`config.mk`:
```
export PLATFORM = sky130hd
export DESIGN_NAME = lsp2c_cell
export DESIGN_NICKNAME = d
export VERILOG_FILES = /design/src/design/laser_scan_polar_to_cartesian_macros.svh /design/src/design/lsp2c_pkg.sv /design/src/design/lsp2c_cell.sv
export SDC_FILE = /design/constraint.sdc
export NUM_CORES = 1
export LEC_CHECK = 0
export BUFFER_PORTS_ARGS = -buffer_cell sky130_fd_sc_hd__buf_4
export CAP_MARGIN = 20
export CORE_MARGIN = 5
export CORE_UTILIZATION = 24
export DETAILED_ROUTE_END_ITERATION = 7
export RECOVER_POWER = 50
export SETUP_SLACK_MARGIN = 0.02
export SLEW_MARGIN = 20
export SYNTH_ARGS = -nofsm -noshare
export SYNTH_HDL_FRONTEND = slang
export SYNTH_SLANG_ARGS = --single-unit
```
`constraint.sdc`:
```
create_clock -name clk -period 1.5 [get_ports clk]
set_input_delay 0.075 -clock clk [delete_from_list [all_inputs] [get_ports clk]]
set_output_delay 0.075 -clock clk [all_outputs]
set_load 0.02 [all_outputs]
```
`src/design/laser_scan_polar_to_cartesian_macros.svh`:
```
// Assertion macros used by the laser scan converter top level.
`ifndef LASER_SCAN_POLAR_TO_CARTESIAN_MACROS_SVH
`define LASER_SCAN_POLAR_TO_CARTESIAN_MACROS_SVH

// Check a consequence in the same cycle as its condition.
`define LSP2C_ASSERT_SAME(label, ante, cons) \
    label: assert property (@(posedge clk) disable iff (!rst_n) (ante) |-> (cons)) \
        else $error("lsp2c: same-cycle check failed");

// Check a consequence in the cycle after its condition.
`define LSP2C_ASSERT_NEXT(label, ante, cons) \
    label: assert property (@(posedge clk) disable iff (!rst_n) (ante) |=> (cons)) \
        else $error("lsp2c: next-cycle check failed");

`endif

```
`src/design/lsp2c_pkg.sv`:
```
// Shared types, constants and the rotation angle table of the laser scan converter.
package lsp2c_pkg;

    localparam int CORDIC_STEPS = 32;
    localparam int GUARD_BITS   = 24;
    localparam logic [31:0] GAIN_Q32 = 32'd2608131496;

    localparam int APB_ADDR_W = 5;
    localparam int REG_IDX_W  = 3;

    localparam logic [REG_IDX_W-1:0] REG_MIN_RANGE     = 3'd0;
    localparam logic [REG_IDX_W-1:0] REG_MAX_RANGE     = 3'd1;
    localparam logic [REG_IDX_W-1:0] REG_START_ANGLE   = 3'd2;
    localparam logic [REG_IDX_W-1:0] REG_ANGLE_STEP    = 3'd3;
    localparam logic [REG_IDX_W-1:0] REG_USE_INTENSITY = 3'd4;

    localparam logic [29:0] ATAN_TURNS [CORDIC_STEPS] = '{
        30'd536870912, 30'd316933406, 30'd167458907, 30'd85004756,
        30'd42667331,  30'd21354465,  30'd10679838,  30'd5340245,
        30'd2670163,   30'd1335087,   30'd667544,    30'd333772,
        30'd166886,    30'd83443,     30'd41722,     30'd20861,
        30'd10430,     30'd5215,      30'd2608,      30'd1304,
        30'd652,       30'd326,       30'd163,       30'd81,
        30'd41,        30'd20,        30'd10,        30'd5,
        30'd3,         30'd1,         30'd1,         30'd0
    };

    typedef struct packed {
        logic [1:0]  quadrant;
        logic [15:0] intensity;
    } lsp2c_side_t;

endpackage

```
`src/design/lsp2c_cell.sv`:
```
// One rotation step of the CORDIC chain, registered toward the next cell.
module lsp2c_cell #(
    parameter int X_W  = 51,
    parameter int Z_W  = 34,
    parameter int STEP = 0
) (
    input  logic                         clk,
    input  logic                         rst_n,
    input  logic                         en,
    input  logic                         prev_valid,
    input  logic signed [X_W-1:0]        prev_x,
    input  logic signed [X_W-1:0]        prev_y,
    input  logic signed [Z_W-1:0]        prev_z,
    input  lsp2c_pkg::lsp2c_side_t       prev_side,
    output logic                         valid,
    output logic signed [X_W-1:0]        x,
    output logic signed [X_W-1:0]        y,
    output logic signed [Z_W-1:0]        z,
    output lsp2c_pkg::lsp2c_side_t       side
);
    import lsp2c_pkg::*;

    localparam logic signed [Z_W-1:0] ANGLE = Z_W'(ATAN_TURNS[STEP]);

    logic                  valid_reg;
    logic signed [X_W-1:0] x_reg;
    logic signed [X_W-1:0] y_reg;
    logic signed [Z_W-1:0] z_reg;
    lsp2c_side_t           side_reg;
    logic signed [X_W-1:0] x_next;
    logic signed [X_W-1:0] y_next;
    logic signed [Z_W-1:0] z_next;
    logic signed [X_W-1:0] dx;
    logic signed [X_W-1:0] dy;

    always_comb
    begin
        dx = prev_y >>> STEP;
        dy = prev_x >>> STEP;
        if (!prev_z[Z_W-1])
        begin
            x_next = prev_x - dx;
            y_next = prev_y + dy;
            z_next = prev_z - ANGLE;
        end
        else
        begin
            x_next = prev_x + dx;
            y_next = prev_y - dy;
            z_next = prev_z + ANGLE;
        end
    end

    always_ff @(posedge clk or negedge rst_n)
    begin
        if (!rst_n)
        begin
            valid_reg <= 1'b0;
        end
        else if (en)
        begin
            valid_reg <= prev_valid;
        end
    end

    always_ff @(posedge clk)
    begin
        if (en)
        begin
            x_reg    <= x_next;
            y_reg    <= y_next;
            z_reg    <= z_next;
            side_reg <= prev_side;
        end
    end

    assign valid = valid_reg;
    assign x     = x_reg;
    assign y     = y_reg;
    assign z     = z_reg;
    assign side  = side_reg;

endmodule

```
==> results.sh <==
export IMPL_cts_root_buf="clkbuf_16"
export IMPL_ys_seq_elements=154
export IMPL_fin_skew_ns=0
export IMPL_design_area_mm2=0.0269
export IMPL_die_h_um=254
export IMPL_setup_slack_ns=-0.977
export IMPL_swShare_pct=37.2
export IMPL_grt_pass1_vias=17164
export IMPL_synth_edf_count=153
export IMPL_pin_count=313
export IMPL_yosys_top_cells_area="edfxtp_1 32%, ha_1 15%, a21oi_1 6.7%"
export IMPL_avgSynthCellArea_um2=8.78
export IMPL_synth_area_leader_cell="edfxtp_1"
export IMPL_period_needed_ns=2.48
export IMPL_crit_arrival_ns=2.72
export IMPL_tns_ns=-56.65
export IMPL_cp_required_ns=1.74
export IMPL_dieWidth_um=254
export IMPL_stdcell_count=3454
export IMPL_async_flop_share_pct=0.649
export IMPL_power_mw=21.4
export IMPL_status="complete, but fails checks"
export IMPL_ir_drop_mv=0.827
export IMPL_grt_usage_pct=20.0
export IMPL_synthCells=1632
export IMPL_wl_mm=68.1
export IMPL_dp_cells=3268
export IMPL_setup_viol=86
export IMPL_p_clk_share_pct=22.2
export IMPL_ant_nets=0
export IMPL_initial_core_util_pct=24.2
export IMPL_grt_setup_unrepaired="yes"
export IMPL_maxCapViolCount=0
export IMPL_p_comb_share_pct=50.6
export IMPL_yosys_area_top_type_share_pct=32.1
export IMPL_synth_top_flop_cell="edfxtp_1"
export IMPL_numCtsBuffers=17
export IMPL_cts_tree="done"
export IMPL_hp_start="prev_y[50]"
export IMPL_core_area_mm2=0.0591
export IMPL_clock_path_buffers=2
export IMPL_holdCritPathClass="in -> reg"
export IMPL_syn2layout_area_growth_pct=87.9
export IMPL_power_density_mw_per_mm2=794
export IMPL_io_buffers=312
export IMPL_r2r_end="valid"
export IMPL_grt_max_degree=57
export IMPL_grt_pass1_wl_mm=99.8
export IMPL_dr_pass1_iters=8
export IMPL_r2r_slack_ns=0.74
export IMPL_synth_area_mm2=0.0143
export IMPL_startpoint_type="primary input"
export IMPL_synth_most_common_cell="a21oi_1"
export IMPL_clk_pin_slew_ns=0.07
export IMPL_fin_nets=2995
export IMPL_hold_viol_final=0
export IMPL_post_dp_cell_area_mm2=0.0228
export IMPL_overflow=0
export IMPL_hold_depth=3
export IMPL_cp_end_kind="flip-flop"
export IMPL_cts_sinks=154
export IMPL_largest_register_ffs=51
export IMPL_synth_common_cells="191 x a21oi_1, 168 x ha_1, 157 x inv_1, 153 x edfxtp_1, 125 x nor2_1"
export IMPL_drc_errors=0
export IMPL_dp_hpwl_mm=54.4
export IMPL_whs_endpoint="x[50]"
export IMPL_worstSetupPathType="in -> reg"
export IMPL_p_int_mw=13.4
export IMPL_drive_above_1_share_pct=53.6
export IMPL_r2r_start="valid"
export IMPL_fmax_mhz=404
export IMPL_failed_checks="negative setup slack"
export IMPL_clk_latency_ns=0.48
export IMPL_antenna_found_initial=5
export IMPL_yosysWarningCount=0
export IMPL_seq_power_share_pct=27.2
export IMPL_avgViaCountPerCell=4.86
export IMPL_critical_path_peak_fanout=3
export IMPL_synth_nets=1962
export IMPL_htreeDepth=4
export IMPL_p_leak_nw=12.0
export IMPL_p_switching_mw=7.95
export IMPL_gp_congestion=0.982
export IMPL_wire_per_inst_um=19.7
export IMPL_worst_pin_slew_ns=0.703
export IMPL_reg2regPathDepth=1
export IMPL_die_area_mm2=0.0647
export IMPL_slew_viol_final=0
export IMPL_relSlewSlack_pct=52.0
export IMPL_ys_seq_area_share_pct=32.2
export IMPL_timing_final_crit_share_pct=165
export IMPL_drt_iter0_markers=1036
export IMPL_rows=89
export IMPL_ys_types=87
export IMPL_vias=16785
## critical path: stages
cell and delay, ns:
buf_12 0.10, inv_12 0.03, ha_4 0.16, fa_2 0.36
nand2b_4 0.17, a21oi_4 0.20, o31ai_4 0.10, a2111oi_4 0.40
o31ai_4 0.15, o31a_1 0.29, o21a_2 0.26, nor3b_4 0.17
a211oi_2 0.17, xnor2_1 0.08
## through the flow
| step | setup slack, ns | hold WS [ns] | utilization [%] |
|---|---|---|---|
| after global placement | -1.93 | -0.148 | 38.5 |
| after floorplan | -1.01 | -0.221 | - |
| final | -0.977 | 0.0664 | 45.5 |
| after detailed placement | -1.92 | -0.149 | 38.5 |
| after CTS | -0.939 | 0.0300 | 44.0 |
| after global routing | -1.04 | 0.0635 | 45.5 |
## logic make-up after synthesis
logic type,after synthesis,share of synthesized area [%]
adders and majority gates,172,15.2
xor gates and xnor gates,99,6.05
and+or+nand+nor,392,13.1
AOI/OAI and AO/OA,561,25.3
DFF,154,32.2
muxes,24,1.68
buffers and inverters,230,6.41
## metal layers
metal  track usage, %  routed length, um  vias to the layer above
met1             26.5              30300                     8232
met4             5.80               1670                        8
met2             32.9              31800                      512
li1                 -                  -                     7946
met5                0                 57                        -
met3             4.60               4290                       87
## power by group through the flow
| stage | clock, mW | combinational [mW] | sequential, mW |
|---|---|---|---|
| 2_1_floorplan | 0 | 3.52 | 6.61 |
| 3_3_place_gp | 0 | 8.92 | 5.91 |
| 3_5_place_dp | 0 | 8.98 | 5.92 |
| 4_1_cts | 4.91 | 10.2 | 5.84 |
| 5_1_grt | 5.09 | 11.4 | 5.88 |
| 6_report | 4.75 | 10.8 | 5.82 |
## layout make-up
class / instances / area (um2)
Antenna cell: 3 / 7.51
Multi-Input combinational cell: 1248 / 11200
Tap cell: 773 / 967
Sequential cell: 154 / 4620
Timing Repair Buffer: 1082 / 8780
Clock buffer: 17 / 425
Clock inverter: 15 / 188
Fill cell: 5554 / 32200
Inverter: 162 / 693
## what timing repair did
action | in CTS | in global routing
setup endpoints to repair | 88 | 88
pin swaps | 153 | 107
setup buffers | 58 | 53
hold buffers | 55 | 0
hold endpoints to repair | 59 | 0
gates resized for setup | 340 | 147
## layout by cell type, fill, tap and decap left out, drive strengths merged, types with 6 or more instances in the layout
cell,instances
a21oi,196
o211ai,21
o31ai,24
o22ai,8
o21a,14
mux2i,23
clkbuf,67
nand2b,18
nor2,125
and3,6
buf,977
nor2b,21
ha,168
and2,7
a211oi,16
nand3,29
a2111oi,9
or2,12
o21bai,29
or3,13
xnor2,94
o21ai,116
edfxtp,153
nand4,20
nor3,30
o2111ai,7
dlygate4sd3,55
a21o,52
inv,166
a31oi,12
nand2,88
nor4,10
## how the worst max path moves through the flow
stage | depth (start not counted) | slack, ns | end | start
final | 14 | -0.98 | x[50] | prev_x[0]
after global routing | 16 | -1.04 | x[42] | prev_x[0]
after CTS | 15 | -0.94 | x[50] | prev_x[0]
after detailed placement | 13 | -1.92 | x[49] | prev_x[31]
after global placement | 13 | -1.93 | x[49] | prev_x[31]
after floorplan | 13 | -1.01 | x[50] | prev_x[0]
Note: power is estimated with default switching activity, not from simulation.
