$ cat src/design/laser_scan_polar_to_cartesian_macros.svh
// Assertion macros used by the laser scan converter top level.
`ifndef LASER_SCAN_POLAR_TO_CARTESIAN_MACROS_SVH
`define LASER_SCAN_POLAR_TO_CARTESIAN_MACROS_SVH

// Check a consequence in the same cycle as its condition.
`define LSP2C_ASSERT_SAME(label, ante, cons) \
    label: assert property (@(posedge clk) disable iff (!rst_n) (ante) |-> (cons)) \
        else $error("lsp2c: same-cycle check failed");

// Check a consequence in the cycle after its condition.
`define LSP2C_ASSERT_NEXT(label, ante, cons) \
    label: assert property (@(posedge clk) disable iff (!rst_n) (ante) |=> (cons)) \
        else $error("lsp2c: next-cycle check failed");

`endif

$ cat src/design/lsp2c_pkg.sv
// Shared types, constants and the rotation angle table of the laser scan converter.
package lsp2c_pkg;

    localparam int CORDIC_STEPS = 32;
    localparam int GUARD_BITS   = 24;
    localparam logic [31:0] GAIN_Q32 = 32'd2608131496;

    localparam int APB_ADDR_W = 5;
    localparam int REG_IDX_W  = 3;

    localparam logic [REG_IDX_W-1:0] REG_MIN_RANGE     = 3'd0;
    localparam logic [REG_IDX_W-1:0] REG_MAX_RANGE     = 3'd1;
    localparam logic [REG_IDX_W-1:0] REG_START_ANGLE   = 3'd2;
    localparam logic [REG_IDX_W-1:0] REG_ANGLE_STEP    = 3'd3;
    localparam logic [REG_IDX_W-1:0] REG_USE_INTENSITY = 3'd4;

    localparam logic [29:0] ATAN_TURNS [CORDIC_STEPS] = '{
        30'd536870912, 30'd316933406, 30'd167458907, 30'd85004756,
        30'd42667331,  30'd21354465,  30'd10679838,  30'd5340245,
        30'd2670163,   30'd1335087,   30'd667544,    30'd333772,
        30'd166886,    30'd83443,     30'd41722,     30'd20861,
        30'd10430,     30'd5215,      30'd2608,      30'd1304,
        30'd652,       30'd326,       30'd163,       30'd81,
        30'd41,        30'd20,        30'd10,        30'd5,
        30'd3,         30'd1,         30'd1,         30'd0
    };

    typedef struct packed {
        logic [1:0]  quadrant;
        logic [15:0] intensity;
    } lsp2c_side_t;

endpackage

$ cat src/design/lsp2c_regs.sv
// Configuration register file behind the APB-style port.
module lsp2c_regs #(
    parameter int RANGE_BITS = 24,
    parameter int ANGLE_BITS = 32
) (
    input  logic                                clk,
    input  logic                                rst_n,
    input  logic                                psel,
    input  logic                                penable,
    input  logic                                pwrite,
    input  logic [lsp2c_pkg::APB_ADDR_W-1:0]    paddr,
    input  logic [31:0]                         pwdata,
    output logic [31:0]                         prdata,
    output logic                                pready,
    output logic [RANGE_BITS-1:0]               min_range,
    output logic [RANGE_BITS-1:0]               max_range,
    output logic [ANGLE_BITS-1:0]               start_angle,
    output logic [ANGLE_BITS-1:0]               angle_step,
    output logic                                use_intensity
);
    import lsp2c_pkg::*;

    logic [RANGE_BITS-1:0] min_range_reg;
    logic [RANGE_BITS-1:0] max_range_reg;
    logic [ANGLE_BITS-1:0] start_angle_reg;
    logic [ANGLE_BITS-1:0] angle_step_reg;
    logic                  use_intensity_reg;
    logic [REG_IDX_W-1:0]  idx;
    logic                  wr;

    assign idx    = paddr[APB_ADDR_W-1:2];
    assign pready = 1'b1;
    assign wr     = psel && penable && pwrite && pready;

    always_ff @(posedge clk or negedge rst_n)
    begin
        if (!rst_n)
        begin
            min_range_reg     <= '0;
            max_range_reg     <= '1;
            start_angle_reg   <= '0;
            angle_step_reg    <= '0;
            use_intensity_reg <= 1'b0;
        end
        else if (wr)
        begin
            case (idx)
                REG_MIN_RANGE:     min_range_reg     <= pwdata[RANGE_BITS-1:0];
                REG_MAX_RANGE:     max_range_reg     <= pwdata[RANGE_BITS-1:0];
                REG_START_ANGLE:   start_angle_reg   <= pwdata[ANGLE_BITS-1:0];
                REG_ANGLE_STEP:    angle_step_reg    <= pwdata[ANGLE_BITS-1:0];
                REG_USE_INTENSITY: use_intensity_reg <= pwdata[0];
                default:           ;
            endcase
        end
    end

    always_comb
    begin
        case (idx)
            REG_MIN_RANGE:     prdata = 32'(min_range_reg);
            REG_MAX_RANGE:     prdata = 32'(max_range_reg);
            REG_START_ANGLE:   prdata = 32'(start_angle_reg);
            REG_ANGLE_STEP:    prdata = 32'(angle_step_reg);
            REG_USE_INTENSITY: prdata = 32'(use_intensity_reg);
            default:           prdata = '0;
        endcase
    end

    assign min_range     = min_range_reg;
    assign max_range     = max_range_reg;
    assign start_angle   = start_angle_reg;
    assign angle_step    = angle_step_reg;
    assign use_intensity = use_intensity_reg;

endmodule

$ cat config.mk
export PLATFORM = sky130hd
export DESIGN_NAME = lsp2c_regs
export DESIGN_NICKNAME = d
export VERILOG_FILES = /design/src/design/laser_scan_polar_to_cartesian_macros.svh /design/src/design/lsp2c_pkg.sv /design/src/design/lsp2c_regs.sv
export SDC_FILE = /design/constraint.sdc
export NUM_CORES = 1
export LEC_CHECK = 0
export ABC_AREA = 1
export BUFFER_PORTS_ARGS = -buffer_cell sky130_fd_sc_hd__buf_2
export CELL_PAD_IN_SITES_DETAIL_PLACEMENT = 1
export CELL_PAD_IN_SITES_GLOBAL_PLACEMENT = 2
export CORE_UTILIZATION = 25
export CTS_CLUSTER_SIZE = 24
export DETAILED_ROUTE_END_ITERATION = 12
export MAX_ROUTING_LAYER = met4
export PLACE_DENSITY_LB_ADDON = 0.1
export SYNTH_ARGS = -nofsm -noshare
export SYNTH_HDL_FRONTEND = slang
export SYNTH_SLANG_ARGS = --single-unit
$ cat constraint.sdc
create_clock -name clk -period 1.1 [get_ports clk]
set_input_delay 0.22 -clock clk [delete_from_list [all_inputs] [get_ports clk]]
set_output_delay 0.22 -clock clk [all_outputs]
set_load 0.005 [all_outputs]
==> flow_summary_export.csv, run 1 <==
group,metric,value,unit
clock_tree,cts-root-to-sink-buffers,2,
job,max-cap-violations,0,
route,route.detailed.drc,0,
synthesis,synthDominantCellAreaShare,42.0,%
die,initial_core_util,25.9,%
die,core_area,0.0205,sq mm
critical_path,cp_max_fo,2,
die,core.rowCount,52,
synthesis,synthDominantAreaCellType,"sky130_fd_sc_hd__dfrtp_1",
power,max_ir_drop_vdd,1020,uV
timing,slew_viol_final,0,
clock_tree,clock_sinks,113,
route,first_pass_drt_iterations,6,
route,routed-via-count,5421,
grt,globalRouteTotalUtil,20.0,%
clock_tree,tritoncts,"built",
outcome,outcome,"finished, violations left",
layout,finish.net_count,979,
synthesis,synthTopCellsByCount,"sky130_fd_sc_hd__nand2_1 (155), sky130_fd_sc_hd__inv_1 (106), sky130_fd_sc_hd__o21ai_0 (106)",
timing,worst_setup_margin,-457,ps
layout,drive_gt1_share,47.3,%
hold_path,hp-class,"primary input to flop",
grt,grt_max_degree,62,
clock_tree,clk_latency,410,ps
timing,fmax,0.642,GHz
outcome,violations,"setup timing",
placement,globalplace.congestion,0.744,
layout,synthToLayoutAreaGrowth,64.4,%
timing,timing.clock.skew,0,ps
synthesis,synth.ff_latch_count,113,
synthesis,ys.warnings.count,0,
synthesis,syn-mean-instance-area,8.21,sq um
die,die_h,148,um
route,routed_wl,20600,um
synthesis,synth_most_common_cell,"sky130_fd_sc_hd__nand2_1",
route,drt.antenna.violating_nets,0,
placement,placed_cell_area,0.00680,sq mm
die,floorplan.io_pins,188,
route,post_drt_wl_per_cell,16.9,um
clock_tree,clkSlewWorstSetupHoldPaths,60,ps
critical_path,critical_path_required,880,ps
synthesis,async_set_or_reset_register_ratio_after_synthesis,100,%
layout,design_area,0.00872,sq mm
critical_path,end_kind,"output port",
placement,dp_hpwl,13800,um
power,design_power_total,15.9,mW
layout,fin_util,42.5,%
die,fp.dieArea,0.0218,sq mm
synthesis,synth_enable_flop_cells,0,
route,drt_first_iter_violations,179,
grt,global_route_wire_length_before_repair,32000,um
clock_tree,cts_htree_levels,4,
timing,final.period_utilization,142,%
timing,final_hold_viol_count,0,
grt,first_global_vias,5828,
critical_path,crit_path_start_kind,"flop",
synthesis,syn-cell-area,0.00531,sq mm
synthesis,syn-num-nets,688,
clock_tree,numCtsBuffers,17,
synthesis,yosysSeqAreaShare,53.9,%
power,p_leak,4.41,nW
route,vias_per_cell,4.45,
clock_tree,clock_tree.root_cell,"sky130_fd_sc_hd__clkbuf_16",
layout,layout.area.seq,0.00286,sq mm
die,die_width,148,um
synthesis,synthFlopType,"sky130_fd_sc_hd__dfrtp_1",
layout,antenna-diode-count,0,
critical_path,worstPathArrival,1340,ps
grt,grt_remaining_overflow,0,
timing,rsz_0062_raised_after_global_routing,"yes",
layout,number_of_filler_cells_placed_in_the_layout,2429,
timing,setup-violations-final,145,
layout,multiInputGateArea,0.00193,sq mm
power,cell_area_power_density,1820,mW/mm^2
synthesis,yosysUniqueCellTypes,22,
timing,final.min_clock_period,1560,ps
critical_path,critical_path_class,"flop to output port",
placement,port_buffers,184,
synthesis,synth_top_area_cells,"sky130_fd_sc_hd__dfrtp_1 (42%), sky130_fd_sc_hd__dfstp_2 (12%), sky130_fd_sc_hd__nand2_1 (11%)",
synthesis,netlist_instances,646,
grt,antenna_violations_before_repair,0,
layout by cell type (no fill, tap or decap), drive strengths merged, types with 6 or more instances in the layout:
master  instances
nand2         157
clkinv          6
inv           109
dfstp          24
buf           304
dfrtp          89
nand3          39
nor2           28
a21oi          23
clkbuf         23
o21ai         137
cells by family (layout without fill, tap and decap cells):
logic type / count (synthesis) / count (layout) / share of synthesized area [%]
DFF: 113 / 113 / 53.9
buffers and inverters: 147 / 450 / 12.4
and+or+nand+nor: 225 / 225 / 17.6
AOI/OAI and AO/OA: 160 / 160 / 16.1
other: 1 / 1 / 0.0707
routing by layer:
metal	track usage, %	vias up	share of wire, %
li1	-	2614	-
met1	23.8	2677	44
met2	33.5	112	51
met3	4.23	18	4.1
met4	6.55	0	1.2
met5	-	-	0
worst paths after layout:
kind / from / to / slack [ps] / cells past startpoint
max in group asynchronous: rst_n / max_range[13] / 370 / 3
hold reg to reg: max_range[8] / max_range[8] / 490 / 2
setup / recovery: max_range[19] / prdata[19] / -460 / 5
hold / removal: pwdata[17] / angle_step[17] / 30 / 3
min in group asynchronous: rst_n / angle_step[3] / 350 / 3
setup reg to reg: min_range[10] / min_range[10] / 120 / 5
through the flow:
step | worst slack, ps | setup TNS, ps | std cells | hold slack, ps
finish | -457 | -23880 | 1219 | 31.8
global route | -530 | -30610 | 1219 | 37.6
CTS | -496 | -27010 | 1194 | 10.5
detailed placement | -376 | -38480 | 1109 | 255
global placement | -316 | -34400 | 1109 | 256
floorplan | -23.3 | -636 | 646 | -75.6
layout make-up:
cell class	instances	share of cell area [%]
timing repair buffer	309	29.7
multi-input combinational	386	22.2
clock buffer	20	5.24
tap	270	3.87
inverter	110	4.88
clock inverter	11	1.32
sequential	113	32.8
critical path, stage by stage (launching register included):
cell	delay, ps
sky130_fd_sc_hd__dfstp_2	540
sky130_fd_sc_hd__inv_2	40
sky130_fd_sc_hd__o21ai_2	120
sky130_fd_sc_hd__inv_1	60
sky130_fd_sc_hd__nand2_2	60
sky130_fd_sc_hd__buf_2	110
power breakdown:
part	total [mW]	internal, mW	switching [mW]
Sequential	5.79	5.12	0.663
Combinational	4.68	2.72	1.96
Clock	5.42	3.41	2.00
what timing repair did:
action                                 4_1_cts  5_1_grt
pin swaps                                   43       43
buffers inserted                            54       48
endpoints found under the hold margin       90        0
cloned                                       0        1
hold buffers                                 2        0
setup endpoints to repair                  145      145
gates resized for setup                    149       88
(Power assumes the default switching activity.)
==> inputs of run 2 (changes only) <==
--- a/config.mk
+++ b/config.mk
@@ -9,6 +9,7 @@
 export BUFFER_PORTS_ARGS = -buffer_cell sky130_fd_sc_hd__buf_2
 export CELL_PAD_IN_SITES_DETAIL_PLACEMENT = 1
 export CELL_PAD_IN_SITES_GLOBAL_PLACEMENT = 2
+export CORE_MARGIN = 3
 export CORE_UTILIZATION = 25
 export CTS_CLUSTER_SIZE = 24
 export DETAILED_ROUTE_END_ITERATION = 12
==> run 2 against run 1 <==
Against the previous run: the run still ends with setup timing left; total power rose by 1.2%; final area rose by 3.6%; global-route usage fell by 1.3 points; maximum frequency rose by 2.2%; die area rose by 5.5%; sequential power barely moved; final cell count rose by 1.9%; register-to-register slack got worse by 40 ps; non-clock buffer count rose by 23; sequential share of layout area fell by 1.1 points; critical path type unchanged; critical endpoint unchanged; largest cell class is now non-clock buffers; largest power group unchanged.
==> flow_summary_export.csv, run 2 (synthesis gave the netlist of run 1 again) <==
group,metric,value,unit
grt,antenna_violations_before_repair,0,
hold_path,worstHoldPathCells,3,
job,max-cap-violations,0,
clock_tree,clkSlewWorstSetupHoldPaths,60,ps
critical_path,r2r.worst_path.cells,6,
power,internal_power,11.4,mW
timing,final_hold_viol_count,0,
timing,worst_setup_margin,-424,ps
clock_tree,cts_htree_levels,4,
clock_tree,cts-root-to-sink-buffers,2,
layout,drive_gt1_share,49.9,%
timing,final.period_utilization,139,%
clock_tree,clock_tree.root_cell,"sky130_fd_sc_hd__clkbuf_16",
power,clkPwrFrac,32.6,%
grt,grt_max_degree,44,
timing,fmax,0.656,GHz
hold_path,hp-class,"primary input to flop",
placement,placed_cells,1112,
layout,synthToLayoutAreaGrowth,70.3,%
critical_path,cp-startpoint,"max_range[19]",
route,post_drt_wl_per_cell,17.1,um
route,vias_per_cell,4.40,
power,combinationalPowerShare,31.4,%
critical_path,critical_path_required,880,ps
die,core_area,0.0206,sq mm
die,core.rowCount,52,
critical_path,end_kind,"output port",
die,die_h,152,um
route,first_pass_drt_iterations,4,
critical_path,worst_r2r_endpoint,"angle_step[15]",
grt,first_global_vias,5794,
layout,number_of_filler_cells_placed_in_the_layout,2458,
grt,grt_remaining_overflow,0,
die,initial_core_util,25.8,%
placement,dp_hpwl,14300,um
timing,rsz_0062_raised_after_global_routing,"yes",
outcome,violations,"setup timing",
route,routed-via-count,5464,
layout,finish.net_count,1002,
placement,port_buffers,184,
clock_tree,clk_latency,410,ps
grt,globalRouteTotalUtil,18.7,%
grt,global_route_wire_length_before_repair,31800,um
power,cell_area_power_density,1780,mW/mm^2
die,floorplan.io_pins,188,
hold_path,holdPathEnd,"angle_step[11]",
power,switchingPower,4.72,mW
timing,timing.clock.skew,0,ps
route,route.detailed.drc,0,
clock_tree,numCtsBuffers,17,
power,sequential_share_of_power,35.9,%
critical_path,critical_path_class,"flop to output port",
critical_path,worstPathArrival,1300,ps
layout,most_frequent_cells_in_the_layout,"sky130_fd_sc_hd__nand2_1 (154), sky130_fd_sc_hd__buf_6 (131), sky130_fd_sc_hd__buf_2 (117), sky130_fd_sc_hd__dfrtp_1 (89), sky130_fd_sc_hd__inv_1 (79)",
clock_tree,tritoncts,"built",
route,drt_first_iter_violations,160,
power,p_leak,4.56,nW
die,fp.dieArea,0.0230,sq mm
power,switching_share,29.4,%
timing,slew_viol_final,0,
layout,post_layout_nonfiller_instances,1242,
critical_path,r2r-start,"angle_step[15]",
timing,fin_setup_tns,-24090,ps
layout,layout.cells.most_common,"sky130_fd_sc_hd__nand2_1",
clock_tree,clock_sinks,113,
power,max_ir_drop_vdd,1060,uV
hold_path,worstHoldStart,"pwdata[11]",
critical_path,rrSetupSlack,80,ps
placement,globalplace.congestion,0.789,
critical_path,cp_max_fo,2,
route,drt.antenna.violating_nets,0,
die,die_width,152,um
timing,final.min_clock_period,1520,ps
layout,antenna-diode-count,0,
timing,setup-violations-final,145,
critical_path,crit_path_start_kind,"flop",
outcome,outcome,"finished, violations left",
route,routed_wl,21200,um
[run 2: cell count changes in the layout (fill, tap and decap cells not counted), moves of 4 or more]
cell | before | now
sky130_fd_sc_hd__o21ai_2 | 21 | 27
sky130_fd_sc_hd__nor2_2 | 10 | 16
sky130_fd_sc_hd__o21ai_0 | 78 | 61
sky130_fd_sc_hd__buf_4 | 59 | 68
sky130_fd_sc_hd__buf_12 | 10 | 15
sky130_fd_sc_hd__buf_2 | 121 | 117
sky130_fd_sc_hd__o21ai_1 | 38 | 49
sky130_fd_sc_hd__nor2_1 | 14 | 9
sky130_fd_sc_hd__buf_6 | 114 | 131
[run 2: worst max-delay path: stages, from the launching register on]
cell and delay [ps]:
sky130_fd_sc_hd__dfstp_2 530, sky130_fd_sc_hd__inv_2 40, sky130_fd_sc_hd__o21ai_2 100, sky130_fd_sc_hd__inv_1 60, sky130_fd_sc_hd__nand2_1 50, sky130_fd_sc_hd__buf_2 100
[run 2: timing repair]
item                                    in CTS  in global routing
endpoints found under the setup margin     145                154
cloned                                       0                  1
hold buffers                                 1                  0
setup buffers                               68                 61
pin swaps                                   44                 51
gates resized for setup                    153                133
hold endpoints to repair                    11                  0
[run 2: worst max path at each step]
stage                   endpoint  slack [ps]  cells after the start
floorplan             prdata[10]         -20                      7
global placement       prdata[0]        -350                      8
detailed placement  max_range[7]        -390                      9
CTS                    prdata[0]        -450                      5
global route           prdata[0]        -490                      5
finish                prdata[19]        -420                      5
[run 2: stage by stage]
step	hold WS, ps	total power, mW	cell area (sq um)	util (%)	worst slack, ps
6_report	28.7	16.1	9030	43.9	-424
4_1_cts	12.9	15.6	8510	41.4	-450
3_3_place_gp	159	8.58	6880	33.5	-353
3_5_place_dp	157	8.71	6880	33.5	-390
5_1_grt	25.7	17.1	9030	43.9	-489
2_1_floorplan	-75.6	6.85	5320	-	-23.3
[run 2: cell type report]
type / instances / area (sq um) / share of cell area (%)
timing repair buffer: 332 / 2880 / 31.9
clock buffer: 21 / 470 / 5.21
sequential: 113 / 2860 / 31.6
tap: 270 / 338 / 3.74
inverter: 110 / 418 / 4.63
clock inverter: 10 / 87.6 / 0.970
multi-input combinational: 386 / 1980 / 21.9
[run 2: per-layer routing]
layer	track usage, %	vias to the layer above	share of wire [%]
met2	31.2	133	50
li1	-	2661	-
met4	4.94	0	1.1
met3	3.99	22	4.7
met5	-	-	0
met1	23.2	2648	44
[run 2: power by group through the flow]
| stage | Sequential (mW) | Combinational, mW | Clock, mW |
|---|---|---|---|
| global route | 5.90 | 5.59 | 5.58 |
| CTS | 5.71 | 4.51 | 5.40 |
| global placement | 5.74 | 2.84 | 0 |
| finish | 5.78 | 5.06 | 5.25 |
| detailed placement | 5.78 | 2.93 | 0 |
| floorplan | 5.78 | 1.07 | 0 |
